**src/hw/rtl/assert_macros.svh**
```systemverilog
// Assertion macros shared by the page replacement RTL.
`ifndef ASSERT_MACROS_SVH
`define ASSERT_MACROS_SVH

// Property checked on every rising clock edge outside reset.
`define ASSERT_RST(label, clk, rst, prop, msg) \
  label: assert property (@(posedge clk) disable iff (rst) (prop)) else $error(msg);

// Condition in one cycle implies a consequence in the next cycle, outside reset.
`define ASSERT_NEXT(label, clk, rst, ante, cons, msg) \
  label: assert property (@(posedge clk) disable iff (rst) (ante) |=> (cons)) else $error(msg);

`endif

```
**src/hw/rtl/fpr_pkg.sv**
```systemverilog
// Constants and types shared by the FIFO page replacement block.
`default_nettype none
package fpr_pkg;

  localparam int PAGES    = 64;
  localparam int FRAMES   = 8;
  localparam int PAGE_W   = (PAGES > 1) ? $clog2(PAGES) : 1;
  localparam int FRAME_W  = (FRAMES > 1) ? $clog2(FRAMES) : 1;
  localparam int FCOUNT_W = $clog2(FRAMES + 1);
  localparam int CFG_W    = 4;
  localparam int DISK_W   = 32;

  localparam logic [CFG_W-1:0] FRAME_COUNT_RST = CFG_W'(FRAMES);

  typedef struct packed {
    logic [PAGE_W-1:0] page;
    logic              dirty;
  } req_t;

  typedef struct packed {
    logic               we;
    logic [PAGE_W-1:0]  addr;
    logic [FRAME_W-1:0] data;
  } frame_wr_t;

  typedef struct packed {
    logic               hit;
    logic [FRAME_W-1:0] frame;
    logic               evicted;
    logic [PAGE_W-1:0]  victim;
    logic               write_back;
    logic [DISK_W-1:0]  disk_count;
  } result_t;

endpackage
`default_nettype wire

```
**src/hw/rtl/fpr_req_if.sv**
```systemverilog
// Access request channel: valid/ready handshake with page and dirty flag.
`default_nettype none
interface fpr_req_if;
  logic       valid;
  logic       ready;
  logic [5:0] page_number;
  logic       mark_dirty;

  modport source (output valid, output page_number, output mark_dirty, input ready);
  modport sink (input valid, input page_number, input mark_dirty, output ready);
endinterface
`default_nettype wire

```
**src/hw/rtl/fpr_rsp_if.sv**
```systemverilog
// Access result channel: valid/ready handshake with the translation result.
`default_nettype none
interface fpr_rsp_if;
  logic        valid;
  logic        ready;
  logic        hit;
  logic [2:0]  frame_number;
  logic        evicted;
  logic [5:0]  victim_page;
  logic        write_back;
  logic [31:0] disk_access_count;

  modport source (output valid, output hit, output frame_number, output evicted,
                  output victim_page, output write_back, output disk_access_count,
                  input ready);
  modport sink (input valid, input hit, input frame_number, input evicted,
                input victim_page, input write_back, input disk_access_count,
                output ready);
endinterface
`default_nettype wire

```
**src/hw/rtl/fifo_page_replacement.sv**
```systemverilog
// Top level of the FIFO page replacement block.
// Each request transaction is one access to a virtual page. The block answers
// with exactly one result transaction: whether the page was resident, the frame
// that now holds it, whether an older page was evicted (in first-in-first-out
// load order) to make room, whether that victim must be written back, and the
// running, saturating count of disk accesses. The frame_count register limits
// how many frames are used; write it only while no transaction is in flight.
// An access is captured in an input register on the cycle it is accepted, and
// is resolved against the page table and written into the result register when
// that register is free or being drained. While the sink takes every result, a
// new access can be accepted every cycle: one access per clock.
// The per-page frame numbers live in a 64-entry RAM read while the request is
// captured; a write from the access being resolved in the same cycle is
// forwarded around it. No clearing pass is needed after reset: the valid and
// dirty flags reset at once and the block is ready on the first cycle.
`default_nettype none
module fifo_page_replacement (
  input  wire logic                      clk,
  input  wire logic                      rst,
  input  wire logic                      cfg_we,
  input  wire logic [fpr_pkg::CFG_W-1:0] cfg_wdata,
  fpr_req_if.sink                        req,
  fpr_rsp_if.source                      rsp
);
  import fpr_pkg::*;

  // Configuration register.
  logic [CFG_W-1:0] frame_count;

  always_ff @(posedge clk) begin
    if (rst) begin
      frame_count <= FRAME_COUNT_RST;
    end else if (cfg_we) begin
      frame_count <= cfg_wdata;
    end
  end

  // Input register stage. The held access is resolved when the result register
  // is free or is being drained in the same cycle.
  logic               req_held;
  req_t               req_q;
  logic               rsp_valid;
  result_t            result_q;
  logic               fire;
  logic               accept;
  result_t            result;
  frame_wr_t          frame_wr;
  logic [FRAME_W-1:0] ram_rdata;
  logic               fwd_sel;
  logic [FRAME_W-1:0] fwd_data;
  logic [FRAME_W-1:0] page_frame_rd;

  assign fire      = req_held && (!rsp_valid || rsp.ready);
  assign req.ready = !req_held || fire;
  assign accept    = req.valid && req.ready;

  always_ff @(posedge clk) begin
    if (rst) begin
      req_held <= 1'b0;
    end else if (accept) begin
      req_held <= 1'b1;
    end else if (fire) begin
      req_held <= 1'b0;
    end
  end

  // Page numbers beyond the table wrap; with a power-of-two table this is the
  // low bits of the field.
  always_ff @(posedge clk) begin
    if (accept) begin
      req_q.page  <= PAGE_W'(req.page_number);
      req_q.dirty <= req.mark_dirty;
      // The access being resolved right now may be loading the same page.
      fwd_sel     <= frame_wr.we && (frame_wr.addr == PAGE_W'(req.page_number));
      fwd_data    <= frame_wr.data;
    end
  end

  fpr_frame_ram #(
    .DEPTH (PAGES),
    .WIDTH (FRAME_W)
  ) u_frame_ram (
    .clk   (clk),
    .we    (frame_wr.we),
    .waddr (frame_wr.addr),
    .wdata (frame_wr.data),
    .re    (accept),
    .raddr (PAGE_W'(req.page_number)),
    .rdata (ram_rdata)
  );

  assign page_frame_rd = fwd_sel ? fwd_data : ram_rdata;

  fpr_replace u_replace (
    .clk           (clk),
    .rst           (rst),
    .frame_count   (frame_count),
    .fire          (fire),
    .req           (req_q),
    .page_frame_rd (page_frame_rd),
    .result        (result),
    .frame_wr      (frame_wr)
  );

  // Result register: holds a finished result until the sink takes it, while
  // the input register already captures the next access.
  always_ff @(posedge clk) begin
    if (rst) begin
      rsp_valid <= 1'b0;
    end else if (fire) begin
      rsp_valid <= 1'b1;
    end else if (rsp.ready) begin
      rsp_valid <= 1'b0;
    end
  end

  always_ff @(posedge clk) begin
    if (fire) begin
      result_q <= result;
    end
  end

  assign rsp.valid             = rsp_valid;
  assign rsp.hit               = result_q.hit;
  assign rsp.frame_number      = 3'(result_q.frame);
  assign rsp.evicted           = result_q.evicted;
  assign rsp.victim_page       = 6'(result_q.victim);
  assign rsp.write_back        = result_q.write_back;
  assign rsp.disk_access_count = result_q.disk_count;

endmodule
`default_nettype wire

```
**src/hw/rtl/fpr_frame_ram.sv**
```systemverilog
// Generic single-write, single-read RAM with registered read data.
`default_nettype none
module fpr_frame_ram #(
  parameter int DEPTH  = 64,
  parameter int WIDTH  = 3,
  parameter int ADDR_W = (DEPTH > 1) ? $clog2(DEPTH) : 1
) (
  input  wire logic              clk,
  input  wire logic              we,
  input  wire logic [ADDR_W-1:0] waddr,
  input  wire logic [WIDTH-1:0]  wdata,
  input  wire logic              re,
  input  wire logic [ADDR_W-1:0] raddr,
  output logic      [WIDTH-1:0]  rdata
);

  logic [WIDTH-1:0] mem [DEPTH];

  always_ff @(posedge clk) begin
    if (we) begin
      mem[waddr] <= wdata;
    end
    if (re) begin
      rdata <= mem[raddr];
    end
  end

endmodule
`default_nettype wire

```
**src/hw/rtl/fpr_replace.sv**
```systemverilog
// Page table flags, FIFO victim pointer, frame owners and disk counter.
`default_nettype none
`include "assert_macros.svh"
module fpr_replace (
  input  wire logic                         clk,
  input  wire logic                         rst,
  input  wire logic [fpr_pkg::CFG_W-1:0]    frame_count,
  input  wire logic                         fire,
  input  wire fpr_pkg::req_t                req,
  input  wire logic [fpr_pkg::FRAME_W-1:0]  page_frame_rd,
  output fpr_pkg::result_t                  result,
  output fpr_pkg::frame_wr_t                frame_wr
);
  import fpr_pkg::*;

  logic [PAGES-1:0]    page_valid;
  logic [PAGES-1:0]    page_dirty;
  logic [PAGE_W-1:0]   frame_owner [FRAMES];
  logic [FCOUNT_W-1:0] frames_used;
  logic [FRAME_W-1:0]  oldest;
  logic [DISK_W-1:0]   disk_counter;

  logic [FCOUNT_W-1:0] eff_n;
  logic                hit;
  logic                has_free;
  logic                evict;
  logic [FRAME_W-1:0]  oldest_w;
  logic [FCOUNT_W-1:0] oldest_inc;
  logic [FRAME_W-1:0]  oldest_next;
  logic [PAGE_W-1:0]   victim;
  logic                wb;
  logic [FRAME_W-1:0]  frame;
  logic [DISK_W:0]     disk_sum;
  logic [DISK_W-1:0]   disk_next;

  // A zero count acts as one frame; counts above the frame store clamp to it.
  always_comb begin
    if (frame_count == '0) begin
      eff_n = FCOUNT_W'(1);
    end else if (int'(frame_count) > FRAMES) begin
      eff_n = FCOUNT_W'(FRAMES);
    end else begin
      eff_n = FCOUNT_W'(frame_count);
    end
  end

  always_comb begin
    hit         = page_valid[req.page];
    has_free    = frames_used < eff_n;
    evict       = !hit && !has_free;
    oldest_w    = (FCOUNT_W'(oldest) >= eff_n) ? '0 : oldest;
    oldest_inc  = FCOUNT_W'(oldest_w) + FCOUNT_W'(1);
    oldest_next = (oldest_inc >= eff_n) ? '0 : FRAME_W'(oldest_inc);
    victim      = frame_owner[oldest_w];
    wb          = evict && page_dirty[victim];

    if (hit) begin
      frame = page_frame_rd;
    end else if (has_free) begin
      frame = FRAME_W'(frames_used);
    end else begin
      frame = oldest_w;
    end

    // One access always counts; a dirty write-back counts once more.
    disk_sum  = {1'b0, disk_counter} + (DISK_W+1)'({wb, !wb});
    disk_next = disk_sum[DISK_W] ? '1 : disk_sum[DISK_W-1:0];

    result.hit        = hit;
    result.frame      = frame;
    result.evicted    = evict;
    result.victim     = evict ? victim : '0;
    result.write_back = wb;
    result.disk_count = disk_next;

    frame_wr.we   = fire && !hit;
    frame_wr.addr = req.page;
    frame_wr.data = frame;
  end

  always_ff @(posedge clk) begin
    if (rst) begin
      page_valid   <= '0;
      page_dirty   <= '0;
      frames_used  <= '0;
      oldest       <= '0;
      disk_counter <= '0;
    end else if (fire) begin
      disk_counter <= disk_next;
      if (!hit && has_free) begin
        frames_used <= frames_used + FCOUNT_W'(1);
      end
      if (evict) begin
        page_valid[victim] <= 1'b0;
        page_dirty[victim] <= 1'b0;
        oldest             <= oldest_next;
      end
      // The victim is resident and the new page is not, so they never collide.
      if (!hit) begin
        page_valid[req.page] <= 1'b1;
      end
      if (req.dirty) begin
        page_dirty[req.page] <= 1'b1;
      end
    end
  end

  always_ff @(posedge clk) begin
    if (fire && !hit) begin
      frame_owner[frame] <= req.page;
    end
  end

  `ASSERT_RST(a_victim_resident, clk, rst, !(fire && evict) || page_valid[victim], "victim page is not resident")
  `ASSERT_RST(a_frames_bounded, clk, rst, int'(frames_used) <= FRAMES, "frames in use exceed the frame store")
  `ASSERT_NEXT(a_disk_grows, clk, rst, fire && (disk_counter != '1), disk_counter > $past(disk_counter), "disk counter failed to advance")

endmodule
`default_nettype wire
```
**src/flat_wrapper.sv**
```systemverilog
// flat-port wrapper written by rule: the top's interface ports become plain ports
module fifo_page_replacement_flat import fpr_pkg::*;
  (clk, rst, cfg_we, cfg_wdata, req_valid, req_page_number, req_mark_dirty, req_ready, rsp_valid, rsp_hit, rsp_frame_number, rsp_evicted, rsp_victim_page, rsp_write_back, rsp_disk_access_count, rsp_ready);
  fpr_req_if req_i ();
  fpr_rsp_if rsp_i ();
  input  wire logic clk;
  input  wire logic rst;
  input  wire logic cfg_we;
  input  wire logic [fpr_pkg::CFG_W-1:0] cfg_wdata;
  input wire logic [$bits(req_i.valid)-1:0] req_valid;
  input wire logic [$bits(req_i.page_number)-1:0] req_page_number;
  input wire logic [$bits(req_i.mark_dirty)-1:0] req_mark_dirty;
  output wire logic [$bits(req_i.ready)-1:0] req_ready;
  output wire logic [$bits(rsp_i.valid)-1:0] rsp_valid;
  output wire logic [$bits(rsp_i.hit)-1:0] rsp_hit;
  output wire logic [$bits(rsp_i.frame_number)-1:0] rsp_frame_number;
  output wire logic [$bits(rsp_i.evicted)-1:0] rsp_evicted;
  output wire logic [$bits(rsp_i.victim_page)-1:0] rsp_victim_page;
  output wire logic [$bits(rsp_i.write_back)-1:0] rsp_write_back;
  output wire logic [$bits(rsp_i.disk_access_count)-1:0] rsp_disk_access_count;
  input wire logic [$bits(rsp_i.ready)-1:0] rsp_ready;
  assign req_i.valid = req_valid;
  assign req_i.page_number = req_page_number;
  assign req_i.mark_dirty = req_mark_dirty;
  assign req_ready = req_i.ready;
  assign rsp_valid = rsp_i.valid;
  assign rsp_hit = rsp_i.hit;
  assign rsp_frame_number = rsp_i.frame_number;
  assign rsp_evicted = rsp_i.evicted;
  assign rsp_victim_page = rsp_i.victim_page;
  assign rsp_write_back = rsp_i.write_back;
  assign rsp_disk_access_count = rsp_i.disk_access_count;
  assign rsp_i.ready = rsp_ready;
  fifo_page_replacement u_core (.clk(clk), .rst(rst), .cfg_we(cfg_we), .cfg_wdata(cfg_wdata), .req(req_i), .rsp(rsp_i));
endmodule
```
**config.mk**
```make
export PLATFORM = sky130hd
export DESIGN_NAME = fifo_page_replacement_flat
export DESIGN_NICKNAME = d
export VERILOG_FILES = /design/src/hw/rtl/fpr_pkg.sv /design/src/hw/rtl/fpr_req_if.sv /design/src/hw/rtl/fpr_rsp_if.sv /design/src/hw/rtl/fifo_page_replacement.sv /design/src/hw/rtl/fpr_frame_ram.sv /design/src/hw/rtl/fpr_replace.sv /design/src/flat_wrapper.sv
export VERILOG_INCLUDE_DIRS = /design/src /design/src/hw/rtl
export SDC_FILE = /design/constraint.sdc
export NUM_CORES = 1
export LEC_CHECK = 0
export BUFFER_PORTS_ARGS = -buffer_cell sky130_fd_sc_hd__buf_4
export CAP_MARGIN = 25
export CORE_ASPECT_RATIO = 0.75
export CORE_MARGIN = 2
export CORE_UTILIZATION = 37
export DETAILED_ROUTE_END_ITERATION = 8
export SLEW_MARGIN = 15
export SYNTH_ARGS = -nofsm -noshare
export SYNTH_HDL_FRONTEND = slang
export SYNTH_HIERARCHICAL = 1
export SYNTH_SLANG_ARGS = --single-unit
```
**constraint.sdc**
```tcl
create_clock -name clk -period 12.6 [get_ports clk]
set_clock_uncertainty 0.1 [all_clocks]
set_input_delay 1.89 -clock clk [delete_from_list [all_inputs] [get_ports clk]]
set_output_delay 1.89 -clock clk [all_outputs]
set_load 0.02 [all_outputs]
```
==> metrics.yaml <==
drt:
  vias: 14100
  drtPass1Iterations: 5
  drc_errors: 0
  ant_nets: 0
  drt_iter0_drc: 1519
  wl_um: 55400
  drt-vias-per-instance: 5.73
  route.detailed.wl_per_inst_um: 22.4
clocking:
  clock_sinks: 471
  hold_buffers: 0
  clk_pin_slew_ns: 0.06
  cts_tree: "done"
  clock_tree.buffer_depth: 3
  cts_buffers: 50
  cts_htree_levels: 2
  clock_latency_ns: 0.61
  root_buffer: "clkbuf_16"
  cts_resized: 0
  cts_setup_buffers: 0
sta:
  max_freq_mhz: 128
  worst_slack_ns: 4.77
  slew_headroom: 0.208
  fin_setup_tns_ns: 0
  min_period_over_period: 0.621
  hold_violations: 0
  setup_viol: 0
  min_period_ns: 7.83
  rsz0062_at_grt: "false"
  worst_pin_slew_ns: 1.18
  slew_viol_final: 0
setup_path:
  r2r_start: "u_core/u_replace/oldest[0]"
  cp_data_arrival_time_ns: 8.24
  crit_chain: "inv_1 -> ha_1 -> nand2b_4 -> a211o_1 -> nand2_1 -> mux2i_2 -> nand2_1 -> o32ai_1 -> o21ai_0 -> and4_1 -> nand4_1 -> ha_1 -> inv_1 -> fa_1 -> and3b_1 -> and3_1 -> nand3_1 -> nor3_1 -> nand2_1 -> buf_4 -> nand2_1 -> a21oi_1 -> a311oi_1"
  path_class: "reg -> reg"
  critPathMaxStageDelay_ns: 0.88
  rrSetupSlack_ns: 4.77
  cpMostUsedCell: "nand2_1"
  cp-start-kind: "register"
  end_kind: "register"
  crit_slowest_cell: "mux2i_2"
  crit_required_ns: 13.01
  path_max_fanout: 22
  cp-startpoint: "u_core/u_replace/oldest[0]"
die:
  die_width_um: 278
  die_height_um: 209
  coreArea_um2: 55700
  io_pins: 62
  initial_core_util: 0.374
  rows: 75
  dieArea_um2: 58200
synth:
  synthMuxAreaShare: 0.102
  synth-edff-count: 298
  synth.area.top_cells: "edfxtp_1, dfxtp_1, mux4_2, o32ai_1, nor2_1"
  avgSynthCellArea_um2: 12.5
  synth_top_area_share: 0.430
  synth_ff_type: "edfxtp_1"
  syn_inst: 1670
  synth_xor_area_frac: 0.0147
  ys_seq_area_frac: 0.596
  synthesis.nets: 1701
  async_reset_ff_frac: 0
  synthTopCellsByCount: "edfxtp_1, nor2_1, dfxtp_1, inv_1, nand2_1"
  post_synth_instance_area_um2: 20800
  synth_area_leader_cell: "edfxtp_1"
  synth.most_common_cell: "edfxtp_1"
  yosysWarnings: 6
  synth.distinct_cells: 85
  synthAdderAreaFrac: 0.00937
  synth_top_family_by_area: "compound AO/OA/AOI/OAI gates"
  yosys.area_share.simple: 0.108
  ys_seq_elements: 471
  synth-compound-area-share: 0.117
global_routing:
  grt_pass1_wl_um: 84200
  antenna_found_initial: 0
  grt_use_total: 0.188
  grt_overflow_total: 0
  grt_max_degree: 95
  grt_pass1_vias: 13700
placement:
  io_buffer_count: 61
  dp_hpwl_um: 35500
  routabilityCongestion: 0.927
  placed_area_um2: 21800
  dp_worst_setup_slack_ns: 4.80
power:
  max-vdd-ir-drop_mv: 0.0860
  leakage_uw: 0.00784
  p_per_area_nw_per_um2: 147
min_path:
  hold_class: "reg -> reg"
  hp-start: "u_core/u_replace/page_dirty[1]"
final_layout:
  fin_area_um2: 23500
  syn_to_final_growth_pct: 13.0
  drive_above_1_share: 0.159
  nNetsFinal: 1728
  diodes: 0
outcome:
  status: "finished clean"
job:
  max-cap-violations: 0
==> critical path: cells and delay by family, from the launching register on <==
kind	cells	cell delay [ns]
and+or+nand+nor	11	3.05
AOI/OAI and AO/OA	5	1.17
adders and majority gates	3	0.98
muxes	1	0.88
DFF	1	0.86
buffers and inverters	3	0.66
==> power breakdown <==
part	internal [µW]	switching, µW	leakage (µW)
clock	907	630	0.000840
combinational	74.8	159	0.00286
sequential	1670	16.2	0.00414
==> registers in the layout (all words and copies together) (netlist names), 4 cells and up <==
| name | cells |
|---|---|
| u_core/rsp.victim_page | 6 |
| u_core/u_replace/frame_owner | 48 |
| u_core/u_replace/page_valid | 64 |
| u_core/rsp.disk_access_count | 32 |
| u_core/req_q | 7 |
| u_core/frame_count | 4 |
| u_core/u_replace/page_dirty | 64 |
| u_core/u_replace/frames_used | 4 |
| u_core/u_frame_ram/mem | 192 |
| u_core/u_replace/disk_counter | 32 |
==> metrics by stage <==
stage               hold WS [ns]  utilization  instances  total power [µW]
global route               0.376        0.422       2469              3570
finish                     0.358        0.422       2469              3460
detailed placement         0.341        0.390       2371              1950
floorplan                  0.327            -       1670              1870
global placement           0.343        0.390       2369              1940
CTS                        0.361        0.421       2464              3490
==> kinds of logic after synthesis <==
| group | after synthesis |
|---|---|
| AOI/OAI and AO/OA | 301 |
| xor gates and xnor gates | 35 |
| muxes | 126 |
| and+or+nand+nor | 479 |
| buffers and inverters | 243 |
| DFF | 471 |
| adders and majority gates | 15 |
==> area by class of cell <==
cell class                 count  area, µm²
clock buffer                  66       1390
clock inverter                27        334
fill                        5205      32200
inverter                     139        522
multi-input combinational    956       7340
sequential                   471      12400
tap                          731        915
timing repair buffer          79        622
==> placed cells by master, fill, tap and decap left out, types with 9 or more instances in the layout <==
cell / count
a21oi_1: 25
a221oi_1: 12
a311oi_1: 22
a31oi_1: 10
and3_1: 23
buf_4: 72
clkbuf_1: 9
clkbuf_16: 51
clkinv_2: 9
dfxtp_1: 173
edfxtp_1: 298
ha_1: 14
inv_1: 137
mux2_2: 20
mux2i_1: 38
mux4_2: 59
nand2_1: 119
nand2b_1: 11
nand3_1: 36
nand4_1: 11
nor2_1: 190
nor2b_1: 19
nor3_1: 24
o21a_1: 13
o21ai_0: 24
o2bb2ai_1: 9
o32ai_1: 116
xnor2_1: 19
xor2_1: 16
==> routing by layer <==
layer  share of wire  vias to the layer above  global-route usage
met3           0.077                      103              0.0366
met5               0                        -                   0
li1                -                     6375                   -
met2            0.43                      549               0.276
met1            0.46                     7113               0.280
met4           0.025                        0              0.0567
==> worst paths after layout <==
check | cells past startpoint | endpoint
setup / recovery | 23 | u_core/u_replace/disk_counter[7]
hold / removal | 1 | u_core/u_replace/page_dirty[1]
setup reg to reg | 23 | u_core/u_replace/disk_counter[7]
hold reg to reg | 1 | u_core/u_replace/page_dirty[1]
(Power assumes the default switching activity.)
